$ cat src/rtl/vcrf_pkg.sv
// shared types, register map codes and raster helpers for the video register file
package vcrf_pkg;

    // frame geometry
    localparam int LINES_PER_FRAME = 312;
    localparam int LINE_W          = 9;
    localparam int LINE_MAX        = (1 << LINE_W) - 1;
    // compare-subtract steps needed to fold a raster value into the frame
    localparam int MOD_STEPS       = $clog2(LINE_MAX / LINES_PER_FRAME + 1);

    // operation codes
    localparam logic [2:0] OP_READ      = 3'd0;
    localparam logic [2:0] OP_WRITE     = 3'd1;
    localparam logic [2:0] OP_RMW       = 3'd2;
    localparam logic [2:0] OP_SET_LINE  = 3'd3;
    localparam logic [2:0] OP_TICK      = 3'd4;
    localparam logic [2:0] OP_COLLISION = 3'd5;

    // register map
    localparam logic [5:0] REG_POS_FIRST  = 6'h00;
    localparam logic [5:0] REG_POS_LAST   = 6'h0F;
    localparam logic [5:0] REG_X_MSB      = 6'h10;
    localparam logic [5:0] REG_MODE       = 6'h11;
    localparam logic [5:0] REG_RASTER     = 6'h12;
    localparam logic [5:0] REG_ENABLE     = 6'h15;
    localparam logic [5:0] REG_HCTRL      = 6'h16;
    localparam logic [5:0] REG_Y_EXPAND   = 6'h17;
    localparam logic [5:0] REG_MEM_PTR    = 6'h18;
    localparam logic [5:0] REG_IRQ_STATUS = 6'h19;
    localparam logic [5:0] REG_IRQ_MASK   = 6'h1A;
    localparam logic [5:0] REG_PRIORITY   = 6'h1B;
    localparam logic [5:0] REG_MULTICOL   = 6'h1C;
    localparam logic [5:0] REG_X_EXPAND   = 6'h1D;
    localparam logic [5:0] REG_COLL_SS    = 6'h1E;
    localparam logic [5:0] REG_COLL_SB    = 6'h1F;
    localparam logic [5:0] REG_BORDER     = 6'h20;
    localparam logic [5:0] REG_BG_FIRST   = 6'h21;
    localparam logic [5:0] REG_BG_LAST    = 6'h24;
    localparam logic [5:0] REG_SHARED0    = 6'h25;
    localparam logic [5:0] REG_SHARED1    = 6'h26;
    localparam logic [5:0] REG_SCOL_FIRST = 6'h27;
    localparam logic [5:0] REG_SCOL_LAST  = 6'h2E;
    localparam logic [5:0] REG_KBD_SEL    = 6'h2F;
    localparam logic [5:0] REG_FAST_CLK   = 6'h30;

    // slots of the sprite flag bytes
    localparam logic [2:0] FLAG_X_MSB    = 3'd0;
    localparam logic [2:0] FLAG_ENABLE   = 3'd1;
    localparam logic [2:0] FLAG_Y_EXPAND = 3'd2;
    localparam logic [2:0] FLAG_PRIORITY = 3'd3;
    localparam logic [2:0] FLAG_MULTICOL = 3'd4;
    localparam logic [2:0] FLAG_X_EXPAND = 3'd5;

    // interrupt status bits that can be raised
    localparam int IRQ_RASTER = 0;
    localparam int IRQ_SB     = 1;
    localparam int IRQ_SS     = 2;

    localparam logic [7:0] UNMAPPED_READ = 8'hFF;
    localparam logic [5:0] FAST_CLK_FILL = 6'h3F;

    typedef struct packed {
        logic [2:0]        opcode;
        logic [5:0]        reg_address;
        logic [7:0]        write_data;
        logic [LINE_W-1:0] raster_line;
        logic [7:0]        sprite_hits;
        logic [7:0]        background_hits;
    } t_in;

    typedef struct packed {
        logic [7:0] read_data;
        logic       irq_asserted;
    } t_out;

    // raster value modulo the frame length, by shifted compare-subtract
    function automatic logic [LINE_W-1:0] line_mod(input logic [LINE_W-1:0] line);
        logic [LINE_W-1:0] r;
        r = line;
        for (int k = MOD_STEPS - 1; k >= 0; k--) begin
            if (r >= LINE_W'(LINES_PER_FRAME << k)) begin
                r = r - LINE_W'(LINES_PER_FRAME << k);
            end
        end
        return r;
    endfunction

endpackage

$ cat src/rtl/video_chip_register_file_irq.sv
// top level: register file and raster interrupt of a raster video chip
//
// Each transaction is a bus read, write or read-modify-write on one of 64
// register addresses, a set-raster-line event, a raster tick or a collision
// report, and yields exactly one result: the read byte (zero for anything
// but a read) and the interrupt line after the transaction. One transaction
// is taken every cycle while the input side does not stall. A result passes
// the input register, a single decode-and-update pass and the result
// register, and waits there while the output side stalls. The output
// register lets a new transaction enter while a result still waits.
// Collision registers clear on read, status bits are acknowledged by
// writing ones, and unmapped addresses read as 0xFF.
module video_chip_register_file_irq (
    input  logic           i_clk,
    input  logic           i_rst_n,
    input  logic           i_in_valid,
    output logic           o_in_stall,
    input  vcrf_pkg::t_in  i_in,
    output logic           o_out_valid,
    input  logic           i_out_stall,
    output vcrf_pkg::t_out o_out
);

    // pipeline registers
    logic           r_in_valid;
    vcrf_pkg::t_in  r_in;
    logic           r_out_valid;
    vcrf_pkg::t_out r_out;
    logic           w_advance;

    // register file state; the raster byte and mode bit 7 have no register of
    // their own: writes set the compare line and reads return the current line
    logic [7:0]                  r_pos      [16];
    logic [7:0]                  r_flag     [6];
    logic [3:0]                  r_scol     [8];
    logic [3:0]                  r_bgcol    [4];
    logic [3:0]                  r_shared   [2];
    logic [3:0]                  r_border;
    logic [6:0]                  r_mode;
    logic [7:0]                  r_hctrl;
    logic [7:0]                  r_memptr;
    logic [2:0]                  r_status;
    logic [4:0]                  r_mask;
    logic [7:0]                  r_coll_ss;
    logic [7:0]                  r_coll_sb;
    logic [7:0]                  r_kbd;
    logic                        r_fast;
    logic [vcrf_pkg::LINE_W-1:0] r_cmp;
    logic                        r_fired;
    logic [vcrf_pkg::LINE_W-1:0] r_cur;
    logic [vcrf_pkg::LINE_W-1:0] r_prev;

    // next-state values
    logic [7:0]                  n_pos      [16];
    logic [7:0]                  n_flag     [6];
    logic [3:0]                  n_scol     [8];
    logic [3:0]                  n_bgcol    [4];
    logic [3:0]                  n_shared   [2];
    logic [3:0]                  n_border;
    logic [6:0]                  n_mode;
    logic [7:0]                  n_hctrl;
    logic [7:0]                  n_memptr;
    logic [2:0]                  n_status;
    logic [4:0]                  n_mask;
    logic [7:0]                  n_coll_ss;
    logic [7:0]                  n_coll_sb;
    logic [7:0]                  n_kbd;
    logic                        n_fast;
    logic [vcrf_pkg::LINE_W-1:0] n_cmp;
    logic                        n_fired;
    logic [vcrf_pkg::LINE_W-1:0] n_cur;
    logic [vcrf_pkg::LINE_W-1:0] n_prev;
    vcrf_pkg::t_out              n_out;

    logic [7:0] rd_val;
    logic       irq_now;

    // handshake
    assign w_advance   = r_in_valid && (!r_out_valid || !i_out_stall);
    assign o_in_stall  = r_in_valid && r_out_valid && i_out_stall;
    assign o_out_valid = r_out_valid;
    assign o_out       = r_out;
    assign irq_now     = |(r_status & r_mask[2:0]);

    // register read mux on the state before the transaction
    always_comb begin : read_mux
        logic [5:0] off;
        off    = '0;
        rd_val = vcrf_pkg::UNMAPPED_READ;
        unique case (r_in.reg_address) inside
            [vcrf_pkg::REG_POS_FIRST:vcrf_pkg::REG_POS_LAST]:
                rd_val = r_pos[r_in.reg_address[3:0]];
            vcrf_pkg::REG_X_MSB:      rd_val = r_flag[vcrf_pkg::FLAG_X_MSB];
            vcrf_pkg::REG_ENABLE:     rd_val = r_flag[vcrf_pkg::FLAG_ENABLE];
            vcrf_pkg::REG_Y_EXPAND:   rd_val = r_flag[vcrf_pkg::FLAG_Y_EXPAND];
            vcrf_pkg::REG_PRIORITY:   rd_val = r_flag[vcrf_pkg::FLAG_PRIORITY];
            vcrf_pkg::REG_MULTICOL:   rd_val = r_flag[vcrf_pkg::FLAG_MULTICOL];
            vcrf_pkg::REG_X_EXPAND:   rd_val = r_flag[vcrf_pkg::FLAG_X_EXPAND];
            vcrf_pkg::REG_MODE:       rd_val = {r_cur[8], r_mode};
            vcrf_pkg::REG_RASTER:     rd_val = r_cur[7:0];
            vcrf_pkg::REG_HCTRL:      rd_val = r_hctrl;
            vcrf_pkg::REG_MEM_PTR:    rd_val = r_memptr;
            vcrf_pkg::REG_IRQ_STATUS: rd_val = {irq_now, 4'b0, r_status};
            vcrf_pkg::REG_IRQ_MASK:   rd_val = {3'b0, r_mask};
            vcrf_pkg::REG_COLL_SS:    rd_val = r_coll_ss;
            vcrf_pkg::REG_COLL_SB:    rd_val = r_coll_sb;
            vcrf_pkg::REG_BORDER:     rd_val = {4'b0, r_border};
            [vcrf_pkg::REG_BG_FIRST:vcrf_pkg::REG_BG_LAST]: begin
                off    = r_in.reg_address - vcrf_pkg::REG_BG_FIRST;
                rd_val = {4'b0, r_bgcol[off[1:0]]};
            end
            vcrf_pkg::REG_SHARED0:    rd_val = {4'b0, r_shared[0]};
            vcrf_pkg::REG_SHARED1:    rd_val = {4'b0, r_shared[1]};
            [vcrf_pkg::REG_SCOL_FIRST:vcrf_pkg::REG_SCOL_LAST]: begin
                off    = r_in.reg_address - vcrf_pkg::REG_SCOL_FIRST;
                rd_val = {4'b0, r_scol[off[2:0]]};
            end
            vcrf_pkg::REG_KBD_SEL:    rd_val = r_kbd;
            vcrf_pkg::REG_FAST_CLK:   rd_val = {vcrf_pkg::FAST_CLK_FILL, 1'b0, r_fast};
            default:                  rd_val = vcrf_pkg::UNMAPPED_READ;
        endcase
    end

    // one pass of state update for the registered transaction
    always_comb begin : update
        logic [5:0]                  addr;
        logic                        is_rd;
        logic                        w_en;
        logic [7:0]                  w_val;
        logic [5:0]                  off;
        logic [vcrf_pkg::LINE_W-1:0] new_cmp;
        addr      = r_in.reg_address;
        is_rd     = (r_in.opcode == vcrf_pkg::OP_READ) || (r_in.opcode == vcrf_pkg::OP_RMW);
        w_en      = 1'b0;
        w_val     = '0;
        off       = '0;
        new_cmp   = r_cmp;
        n_pos     = r_pos;
        n_flag    = r_flag;
        n_scol    = r_scol;
        n_bgcol   = r_bgcol;
        n_shared  = r_shared;
        n_border  = r_border;
        n_mode    = r_mode;
        n_hctrl   = r_hctrl;
        n_memptr  = r_memptr;
        n_status  = r_status;
        n_mask    = r_mask;
        n_coll_ss = r_coll_ss;
        n_coll_sb = r_coll_sb;
        n_kbd     = r_kbd;
        n_fast    = r_fast;
        n_cmp     = r_cmp;
        n_fired   = r_fired;
        n_cur     = r_cur;
        n_prev    = r_prev;

        // read side effects on the collision latches
        if (is_rd && addr == vcrf_pkg::REG_COLL_SS) begin
            n_coll_ss                  = '0;
            n_status[vcrf_pkg::IRQ_SS] = 1'b0;
        end
        if (is_rd && addr == vcrf_pkg::REG_COLL_SB) begin
            n_coll_sb                  = '0;
            n_status[vcrf_pkg::IRQ_SB] = 1'b0;
        end

        // write passes: read-modify-write writes the read byte back first
        for (int p = 0; p < 2; p++) begin
            if (p == 0) begin
                w_en  = (r_in.opcode == vcrf_pkg::OP_RMW);
                w_val = rd_val;
            end else begin
                w_en  = (r_in.opcode == vcrf_pkg::OP_RMW) ||
                        (r_in.opcode == vcrf_pkg::OP_WRITE);
                w_val = r_in.write_data;
            end
            if (w_en) begin
                unique case (addr) inside
                    [vcrf_pkg::REG_POS_FIRST:vcrf_pkg::REG_POS_LAST]:
                        n_pos[addr[3:0]] = w_val;
                    vcrf_pkg::REG_X_MSB:    n_flag[vcrf_pkg::FLAG_X_MSB]    = w_val;
                    vcrf_pkg::REG_ENABLE:   n_flag[vcrf_pkg::FLAG_ENABLE]   = w_val;
                    vcrf_pkg::REG_Y_EXPAND: n_flag[vcrf_pkg::FLAG_Y_EXPAND] = w_val;
                    vcrf_pkg::REG_PRIORITY: n_flag[vcrf_pkg::FLAG_PRIORITY] = w_val;
                    vcrf_pkg::REG_MULTICOL: n_flag[vcrf_pkg::FLAG_MULTICOL] = w_val;
                    vcrf_pkg::REG_X_EXPAND: n_flag[vcrf_pkg::FLAG_X_EXPAND] = w_val;
                    vcrf_pkg::REG_MODE: begin
                        n_mode  = w_val[6:0];
                        new_cmp = {w_val[7], n_cmp[7:0]};
                        if (new_cmp != n_cmp) begin
                            n_fired = 1'b0;
                        end
                        n_cmp = new_cmp;
                    end
                    vcrf_pkg::REG_RASTER: begin
                        new_cmp = {n_cmp[8], w_val};
                        if (new_cmp != n_cmp) begin
                            n_fired = 1'b0;
                        end
                        n_cmp = new_cmp;
                    end
                    vcrf_pkg::REG_HCTRL:      n_hctrl  = w_val;
                    vcrf_pkg::REG_MEM_PTR:    n_memptr = w_val;
                    vcrf_pkg::REG_IRQ_STATUS: n_status = n_status & ~w_val[2:0];
                    vcrf_pkg::REG_IRQ_MASK:   n_mask   = w_val[4:0];
                    vcrf_pkg::REG_BORDER:     n_border = w_val[3:0];
                    [vcrf_pkg::REG_BG_FIRST:vcrf_pkg::REG_BG_LAST]: begin
                        off                = addr - vcrf_pkg::REG_BG_FIRST;
                        n_bgcol[off[1:0]]  = w_val[3:0];
                    end
                    vcrf_pkg::REG_SHARED0:    n_shared[0] = w_val[3:0];
                    vcrf_pkg::REG_SHARED1:    n_shared[1] = w_val[3:0];
                    [vcrf_pkg::REG_SCOL_FIRST:vcrf_pkg::REG_SCOL_LAST]: begin
                        off               = addr - vcrf_pkg::REG_SCOL_FIRST;
                        n_scol[off[2:0]]  = w_val[3:0];
                    end
                    vcrf_pkg::REG_KBD_SEL:    n_kbd  = w_val;
                    vcrf_pkg::REG_FAST_CLK:   n_fast = w_val[0];
                    default: ;
                endcase
            end
        end

        // raster events and collision reports
        if (r_in.opcode == vcrf_pkg::OP_SET_LINE) begin
            n_cur = vcrf_pkg::line_mod(r_in.raster_line);
        end
        if (r_in.opcode == vcrf_pkg::OP_TICK) begin
            // frame wrap re-arms the compare latch
            if (r_cur < r_prev) begin
                n_fired = 1'b0;
            end
            if (r_cur == r_cmp && !n_fired) begin
                n_status[vcrf_pkg::IRQ_RASTER] = 1'b1;
                n_fired                        = 1'b1;
            end
            n_prev = r_cur;
        end
        if (r_in.opcode == vcrf_pkg::OP_COLLISION) begin
            if (r_in.sprite_hits != '0) begin
                n_coll_ss                  = r_coll_ss | r_in.sprite_hits;
                n_status[vcrf_pkg::IRQ_SS] = 1'b1;
            end
            if (r_in.background_hits != '0) begin
                n_coll_sb                  = r_coll_sb | r_in.background_hits;
                n_status[vcrf_pkg::IRQ_SB] = 1'b1;
            end
        end

        // result of the transaction
        n_out.read_data    = (r_in.opcode == vcrf_pkg::OP_READ) ? rd_val : 8'h00;
        n_out.irq_asserted = |(n_status & n_mask[2:0]);
    end

    // input register
    always_ff @(posedge i_clk) begin
        if (!i_rst_n) begin
            r_in_valid <= 1'b0;
        end else if (!o_in_stall) begin
            r_in_valid <= i_in_valid;
        end
        if (!o_in_stall) begin
            r_in <= i_in;
        end
    end

    // result register
    always_ff @(posedge i_clk) begin
        if (!i_rst_n) begin
            r_out_valid <= 1'b0;
        end else if (w_advance) begin
            r_out_valid <= 1'b1;
        end else if (!i_out_stall) begin
            r_out_valid <= 1'b0;
        end
        if (w_advance) begin
            r_out <= n_out;
        end
    end

    // register file state
    always_ff @(posedge i_clk) begin
        if (!i_rst_n) begin
            r_pos     <= '{default: '0};
            r_flag    <= '{default: '0};
            r_scol    <= '{default: '0};
            r_bgcol   <= '{default: '0};
            r_shared  <= '{default: '0};
            r_border  <= '0;
            r_mode    <= 7'h1B;
            r_hctrl   <= 8'h80;
            r_memptr  <= 8'h14;
            r_status  <= '0;
            r_mask    <= '0;
            r_coll_ss <= '0;
            r_coll_sb <= '0;
            r_kbd     <= 8'hFF;
            r_fast    <= 1'b0;
            r_cmp     <= '0;
            r_fired   <= 1'b0;
            r_cur     <= '0;
            r_prev    <= '0;
        end else if (w_advance) begin
            r_pos     <= n_pos;
            r_flag    <= n_flag;
            r_scol    <= n_scol;
            r_bgcol   <= n_bgcol;
            r_shared  <= n_shared;
            r_border  <= n_border;
            r_mode    <= n_mode;
            r_hctrl   <= n_hctrl;
            r_memptr  <= n_memptr;
            r_status  <= n_status;
            r_mask    <= n_mask;
            r_coll_ss <= n_coll_ss;
            r_coll_sb <= n_coll_sb;
            r_kbd     <= n_kbd;
            r_fast    <= n_fast;
            r_cmp     <= n_cmp;
            r_fired   <= n_fired;
            r_cur     <= n_cur;
            r_prev    <= n_prev;
        end
    end

endmodule

$ cat config.mk
export PLATFORM = sky130hd
export DESIGN_NAME = video_chip_register_file_irq
export DESIGN_NICKNAME = d
export VERILOG_FILES = /design/src/rtl/vcrf_pkg.sv /design/src/rtl/video_chip_register_file_irq.sv
export SDC_FILE = /design/constraint.sdc
export NUM_CORES = 1
export LEC_CHECK = 0
export BUFFER_PORTS_ARGS = -buffer_cell sky130_fd_sc_hd__buf_2
export CORE_MARGIN = 1
export CORE_UTILIZATION = 40
export DETAILED_ROUTE_END_ITERATION = 12
export MAX_ROUTING_LAYER = met4
export PLACE_DENSITY = 0.63
export SLEW_MARGIN = 20
export SYNTH_ARGS = -nofsm -noshare
export SYNTH_HDL_FRONTEND = slang
export SYNTH_SLANG_ARGS = --single-unit
$ cat constraint.sdc
create_clock -name i_clk -period 7.9 [get_ports i_clk]
set_clock_uncertainty 0.2 [all_clocks]
set_input_delay 0.79 -clock i_clk [delete_from_list [all_inputs] [get_ports i_clk]]
set_output_delay 0.79 -clock i_clk [all_outputs]
set_load 0.01 [all_outputs]
==> flow_metrics.py, run 1 <==
metrics = {
    "final_layout": {
        "layout-drive-gt1-share_pct": 12.8,
        "insertedDiodeCount": 0,
        "fillCellCount": 4245,
        "area_growth_pct": 11.0,
        "nNetsFinal": 1942,
    },
    "global_routing": {
        "grt_max_degree": 125,
        "grt_antenna_before_repair": 1,
        "grt_use_total_pct": 26.9,
        "overflow": 0,
        "grt_pass1_vias": 14700,
        "grt_pass1_wl_mm": 92.3,
    },
    "setup_path": {
        "required_ns": 8.03,
        "reg2reg_depth": 13,
        "worstPathMaxFanout": 47,
        "crit_arrival_ns": 5.48,
        "cp-start-kind": "flop",
        "worstSetupEndpointType": "flop",
        "path_class": "reg2reg",
    },
    "cts": {
        "cts.htree.levels": 2,
        "postCtsSetupBuffers": 0,
        "clock-sinks": 373,
        "clk_latency_ns": 0.58,
        "clk_path_buf_depth": 3,
        "cts_buffers": 42,
        "cts_hold_buf": 0,
        "clkSlewWorstSetupHoldPaths_ns": 0.06,
        "cts_resized": 0,
        "cts_root_buf": "clkbuf_16",
        "cts_tree": "yes",
    },
    "sta": {
        "tightest_slew_ns": 1.07,
        "min_period_ns": 5.35,
        "hold_viol": 0,
        "tns_ns": 0,
        "fmax_mhz": 187,
        "fin_ws_ns": 2.55,
        "drv_slew": 0,
        "rsz0062_at_grt": "no",
        "slew-limit-headroom_pct": 28.8,
        "fin_crit_sh_pct": 67.7,
        "setup_viol": 0,
    },
    "floorplanning": {
        "pin_count": 57,
        "floorplan.initialDensity_pct": 40.7,
        "core_mm2": 0.0444,
        "die_w_um": 215,
        "dieHeight_um": 215,
        "die_area_mm2": 0.0460,
        "fp-row-count": 77,
    },
    "run": {
        "maxCapViolCount": 0,
    },
    "drt": {
        "vias": 15000,
        "wl_per_cell_um": 24.1,
        "ant_nets": 0,
        "first_pass_iters": 6,
        "wl_mm": 60.3,
        "vias_per_cell": 6.00,
        "drt_iter0_drc": 1570,
        "drcViolationCount": 0,
    },
    "placement": {
        "pre_cts_slack_ns": 2.62,
        "dp_hpwl_mm": 40.7,
        "gp_congestion": 0.970,
        "io_buffers": 56,
    },
    "yosys": {
        "synthFlopType": "dfxtp_1",
        "synth-xor-area-share_pct": 1.12,
        "ys_warn_count": 0,
        "synth_compound_area_share_pct": 17.4,
        "synth_edf_count": 51,
        "synthCells": 1903,
        "async_flop_share_pct": 0,
        "yosys.area_share.simple_pct": 21.6,
        "ys_types": 84,
        "synth_sequential_area_ratio_pct": 44.2,
        "synth_area_per_cell_um2": 9.49,
        "synth_mux_area_share_pct": 10.3,
        "synth.ff_latch_count": 373,
        "synth_top_family_by_area": "simple AND/OR/NAND/NOR gates",
        "synth_nets": 1965,
        "synthesis.area_mm2": 0.0181,
        "synthAdderAreaFrac_pct": 1.11,
    },
    "run_status": {
        "status": "completed",
    },
    "power_and_ir_drop": {
        "p_leak_nw": 6.87,
        "powerDensity_mw_per_mm2": 211,
        "peakVddDrop_mv": 0.214,
    },
    "worst_hold_path": {
        "holdPathStages": 1,
        "worstHoldPathType": "in2reg",
    },
}
-- report_power, final --
part	total, W	internal (W)	leakage (nW)	switching [W]
registers	0.00197	0.00194	3.12	0.0000233
clock network	0.00194	0.00114	0.677	0.000807
logic	0.000315	0.0000963	3.07	0.000218
-- kinds of logic (layout without fill, tap and decap cells) --
logic type                 Yosys count  in the layout
and+or+nand+nor                    755            755
AOI/OAI and AO/OA                  406            406
DFF                                373            373
buffers and inverters              182            191
muxes                              148            148
xor gates and xnor gates            23             23
adders and majority gates           16             16
-- layout make-up --
cell class	count	area [um2]	share of cell area, %
repair buffers	85	524	2.61
clock inverters	14	123	0.612
flip-flops and latches	373	7980	39.8
multi-input cells	1348	9320	46.5
clock buffers	62	1260	6.27
well taps	592	741	3.69
inverters	30	113	0.562
-- through the flow --
| stage | power [W] | std cells | hold WS [ns] | cell area (um2) | utilization (%) |
|---|---|---|---|---|---|
| after floorplan | 0.00221 | 1903 | 0.229 | 18100 | - |
| after global placement | 0.00231 | 2427 | 0.250 | 18600 | 42.0 |
| after detailed placement | 0.00232 | 2427 | 0.257 | 18600 | 42.0 |
| after CTS | 0.00425 | 2503 | 0.157 | 20000 | 45.1 |
| after global routing | 0.00435 | 2504 | 0.165 | 20100 | 45.1 |
| final | 0.00423 | 2504 | 0.178 | 20100 | 45.1 |
-- Yosys cell counts (all sizes together), types with 8 or more instances --
master   number  share of area, %
a2111oi       8              0.60
a21boi       83               3.4
a21oi        60               1.7
a221oi        9              0.47
a222oi        8              0.44
a22o          9              0.44
a22oi        64               2.7
a31oi        14              0.48
a32oi        13              0.63
and2         16              0.55
and3         45               1.6
buf          42               1.4
clkbuf      110               2.3
dfxtp       322                36
edfxtp       51               8.5
ha           16               1.1
inv          28              0.58
mux2i       116               6.4
mux4         30               3.7
nand2       255               5.3
nand2b       12              0.42
nand3        84               2.3
nand4        25              0.87
nor2         83               1.8
nor2b       164               5.7
nor3         21              0.61
nor4         13              0.52
o211a         9              0.50
o211ai       18              0.75
o21ai        29              0.80
o221a        40               2.5
xnor2        17              0.82
-- cells in the final DEF, fill, tap and decap left out, types with 27 or more instances in the layout --
| cell | count |
|---|---|
| buf_2 | 55 |
| nor2b_1 | 163 |
| nand3_1 | 83 |
| and3_1 | 43 |
| o221a_2 | 40 |
| a21boi_0 | 83 |
| a22oi_1 | 63 |
| mux4_2 | 30 |
| edfxtp_1 | 51 |
| a21oi_1 | 60 |
| inv_1 | 28 |
| nor2_1 | 79 |
| nand2_1 | 255 |
| clkbuf_16 | 43 |
| o21ai_0 | 27 |
| dfxtp_1 | 322 |
| mux2i_1 | 116 |
| buf_4 | 28 |
-- layer usage --
metal  vias up  track usage [%]  part of all wire, %
li1       6866                -                    -
met1      7337             35.9                   44
met2       656             40.9                   45
met3       156             3.83                  7.6
met4         0             11.0                  3.9
met5         -                -                    0
-- critical path: stages, from the launching register on --
cell and delay, ns:
edfxtp_1 0.32, buf_4 0.58, ha_1 0.92, nand4bb_1 0.30, nor2_1 0.75, a221o_1 0.29
nor4_1 0.08, and3_1 0.32, and3_4 0.23, a2111oi_4 0.33, o221ai_2 0.15, o41ai_2 0.29
and3_1 0.24, o31ai_1 0.09
-- final timing paths --
kind	start	to	slack (ns)
hold reg to reg	flop	flop	0.26
setup / recovery	update.addr[1]$_DFFE_PN_	o_out[0]$_DFFE_PP_	2.55
hold / removal	i_in[19]	r_in[19]$_DFFE_PN_	0.18
setup reg to reg	update.addr[1]$_DFFE_PN_	o_out[0]$_DFFE_PP_	2.55
Note: power is estimated with default switching activity, not from simulation.
==> run 2, diff against run 1 <==
- clock period: 7.9 -> 5.05 ns (I/O delays scaled with it)
==> run 2 against run 1 <==
  * Routed wire length up 2.7%
  * Largest cell class unchanged
  * Worst hold slack worse by 0.13 ns
  * Register-to-register slack worse by 2.1 ns
  * Utilization up 1.7 points
  * Sequential cell count unchanged
  * Sequential share of layout area down 1.5 points
  * Die area unchanged
  * Non-clock buffer count up 73
  * Clock-buffer cell count up 3
  * Via count up 1.7%
==> flow_metrics.py, run 2 (synthesized netlist as in run 1, its figures left out) <==
metrics = {
    "run_status": {
        "status": "completed",
    },
    "worst_hold_path": {
        "worstHoldPathType": "in2reg",
    },
    "power_and_ir_drop": {
        "comb_power_share_pct": 8.0,
        "finalPower_w": 0.00684,
        "p_clk_share_pct": 47.0,
        "p_seq_share_pct": 45.0,
        "peakVddDrop_mv": 0.352,
        "powerDensity_mw_per_mm2": 329,
        "p_leak_nw": 7.25,
        "p_sw_w": 0.00167,
        "internal-power_w": 0.00517,
        "swShare_pct": 24.4,
    },
    "setup_path": {
        "cp_top_family": "compound AO/OA/AOI/OAI gates",
        "cpPeakStageDelay_ns": 0.65,
        "crit_arrival_ns": 4.72,
        "worstSetupEndpointType": "flop",
        "cp_slowest_cell": "ha_1",
        "worstPathMaxFanout": 13,
        "cp-start-kind": "flop",
        "cp_common_cell": "o31ai_1",
        "required_ns": 5.17,
        "crit_buf_inv": 1,
        "path_class": "reg2reg",
        "crit_chain": "ha_1 -> buf_4 -> nand3_1 -> nor2_1 -> a2111oi_0 -> and4_1 -> xnor2_1 -> o311ai_1 -> o31ai_1 -> o41ai_1 -> and3_1 -> o31ai_1",
    },
    "drt": {
        "ant_nets": 0,
        "wl_mm": 62.0,
        "vias": 15300,
        "drcViolationCount": 0,
        "first_pass_iters": 6,
        "vias_per_cell": 5.92,
        "drt_iter0_drc": 1736,
        "wl_per_cell_um": 24.0,
    },
    "cts": {
        "postCtsSetupBuffers": 0,
        "clk_latency_ns": 0.57,
        "cts_resized": 0,
        "cts_tree": "yes",
        "cts_buffers": 42,
        "cts_root_buf": "clkbuf_16",
        "clkSlewWorstSetupHoldPaths_ns": 0.06,
        "clock-sinks": 373,
        "clk_path_buf_depth": 3,
        "cts.htree.levels": 2,
        "cts_hold_buf": 43,
    },
    "global_routing": {
        "grt_antenna_before_repair": 0,
        "grt_pass1_vias": 15000,
        "grt_max_degree": 165,
        "grt_use_total_pct": 27.3,
        "overflow": 0,
        "grt_pass1_wl_mm": 94.4,
    },
    "sta": {
        "rsz0062_at_grt": "no",
        "hold_slack_ns": 0.0523,
        "min_period_ns": 4.60,
        "slew-limit-headroom_pct": 25.1,
        "hold_viol": 0,
        "tightest_slew_ns": 1.11,
        "setup_viol": 0,
        "fmax_mhz": 217,
        "fin_crit_sh_pct": 91.2,
        "drv_slew": 0,
        "tns_ns": 0,
    },
    "floorplanning": {
        "die_area_mm2": 0.0460,
        "pin_count": 57,
        "die_w_um": 215,
        "fp-row-count": 77,
        "core_mm2": 0.0444,
        "dieHeight_um": 215,
        "floorplan.initialDensity_pct": 40.7,
    },
    "placement": {
        "dp_hpwl_mm": 42.3,
        "gp_congestion": 0.988,
        "place_area_mm2": 0.0189,
        "io_buffers": 56,
    },
    "final_layout": {
        "seqCellArea_mm2": 0.00798,
        "fillCellCount": 4165,
        "multiInputGateArea_mm2": 0.00931,
        "layout-drive-gt1-share_pct": 13.9,
        "area_growth_pct": 15.2,
        "final_cell_mix": "322 x dfxtp_1, 255 x nand2_1, 164 x nor2b_1, 116 x mux2i_1",
        "stdcell_area_mm2": 0.0208,
        "nNetsFinal": 2015,
        "insertedDiodeCount": 0,
        "final_util_pct": 46.9,
        "final_common_cell": "dfxtp_1",
    },
    "run": {
        "maxCapViolCount": 0,
    },
}
run 2: power groups by stage:
stage / sequential [W] / combinational (W) / clock (W)
2_1_floorplan: 0.00312 / 0.000329 / 0
3_3_place_gp: 0.00314 / 0.000506 / 0
3_5_place_dp: 0.00314 / 0.000506 / 0
4_1_cts: 0.00308 / 0.000536 / 0.00325
5_1_grt: 0.00308 / 0.000575 / 0.00338
6_report: 0.00308 / 0.000547 / 0.00321
run 2: final cells by class:
cell class                      instances  share of cell area [%]
Timing Repair Buffer                  158                    5.83
Multi-Input combinational cell       1348                    44.8
Clock buffer                           65                    6.26
Clock inverter                         13                   0.721
Tap cell                              592                    3.56
Inverter                               30                   0.541
Sequential cell                       373                    38.3
run 2: worst paths after layout:
path              cells past startpoint  slack, ns                  endpoint                      from
setup reg to reg                     12       0.45        o_out[0]$_DFFE_PP_  update.addr[0]$_DFFE_PN_
setup / recovery                     12       0.45        o_out[0]$_DFFE_PP_  update.addr[0]$_DFFE_PN_
hold / removal                        3       0.05  o_out_valid$_SDFFE_PN0P_               i_out_stall
hold reg to reg                       2       0.27    r_prev[7]$_SDFFE_PN0P_    r_prev[7]$_SDFFE_PN0P_
run 2: worst min-delay path, cell delays in order:
cell and delay, ns:
buf_2 0.11, a21oi_1 0.06, nor2b_1 0.10
run 2: per-layer routing:
layer,vias up,wire length (um),share of wire [%],track usage [%]
li1,7014,-,-,-
met1,7522,27600,45,36.2
met2,603,28300,46,42.7
met3,132,4060,6.6,4.06
met4,0,2010,3.2,9.21
met5,-,0,0,-
run 2: through the flow:
stage	setup slack, ns	instances
after CTS	0.558	2579
after floorplan	0.710	1903
final	0.446	2579
after global routing	0.318	2579
after detailed placement	0.567	2458
after global placement	0.669	2458
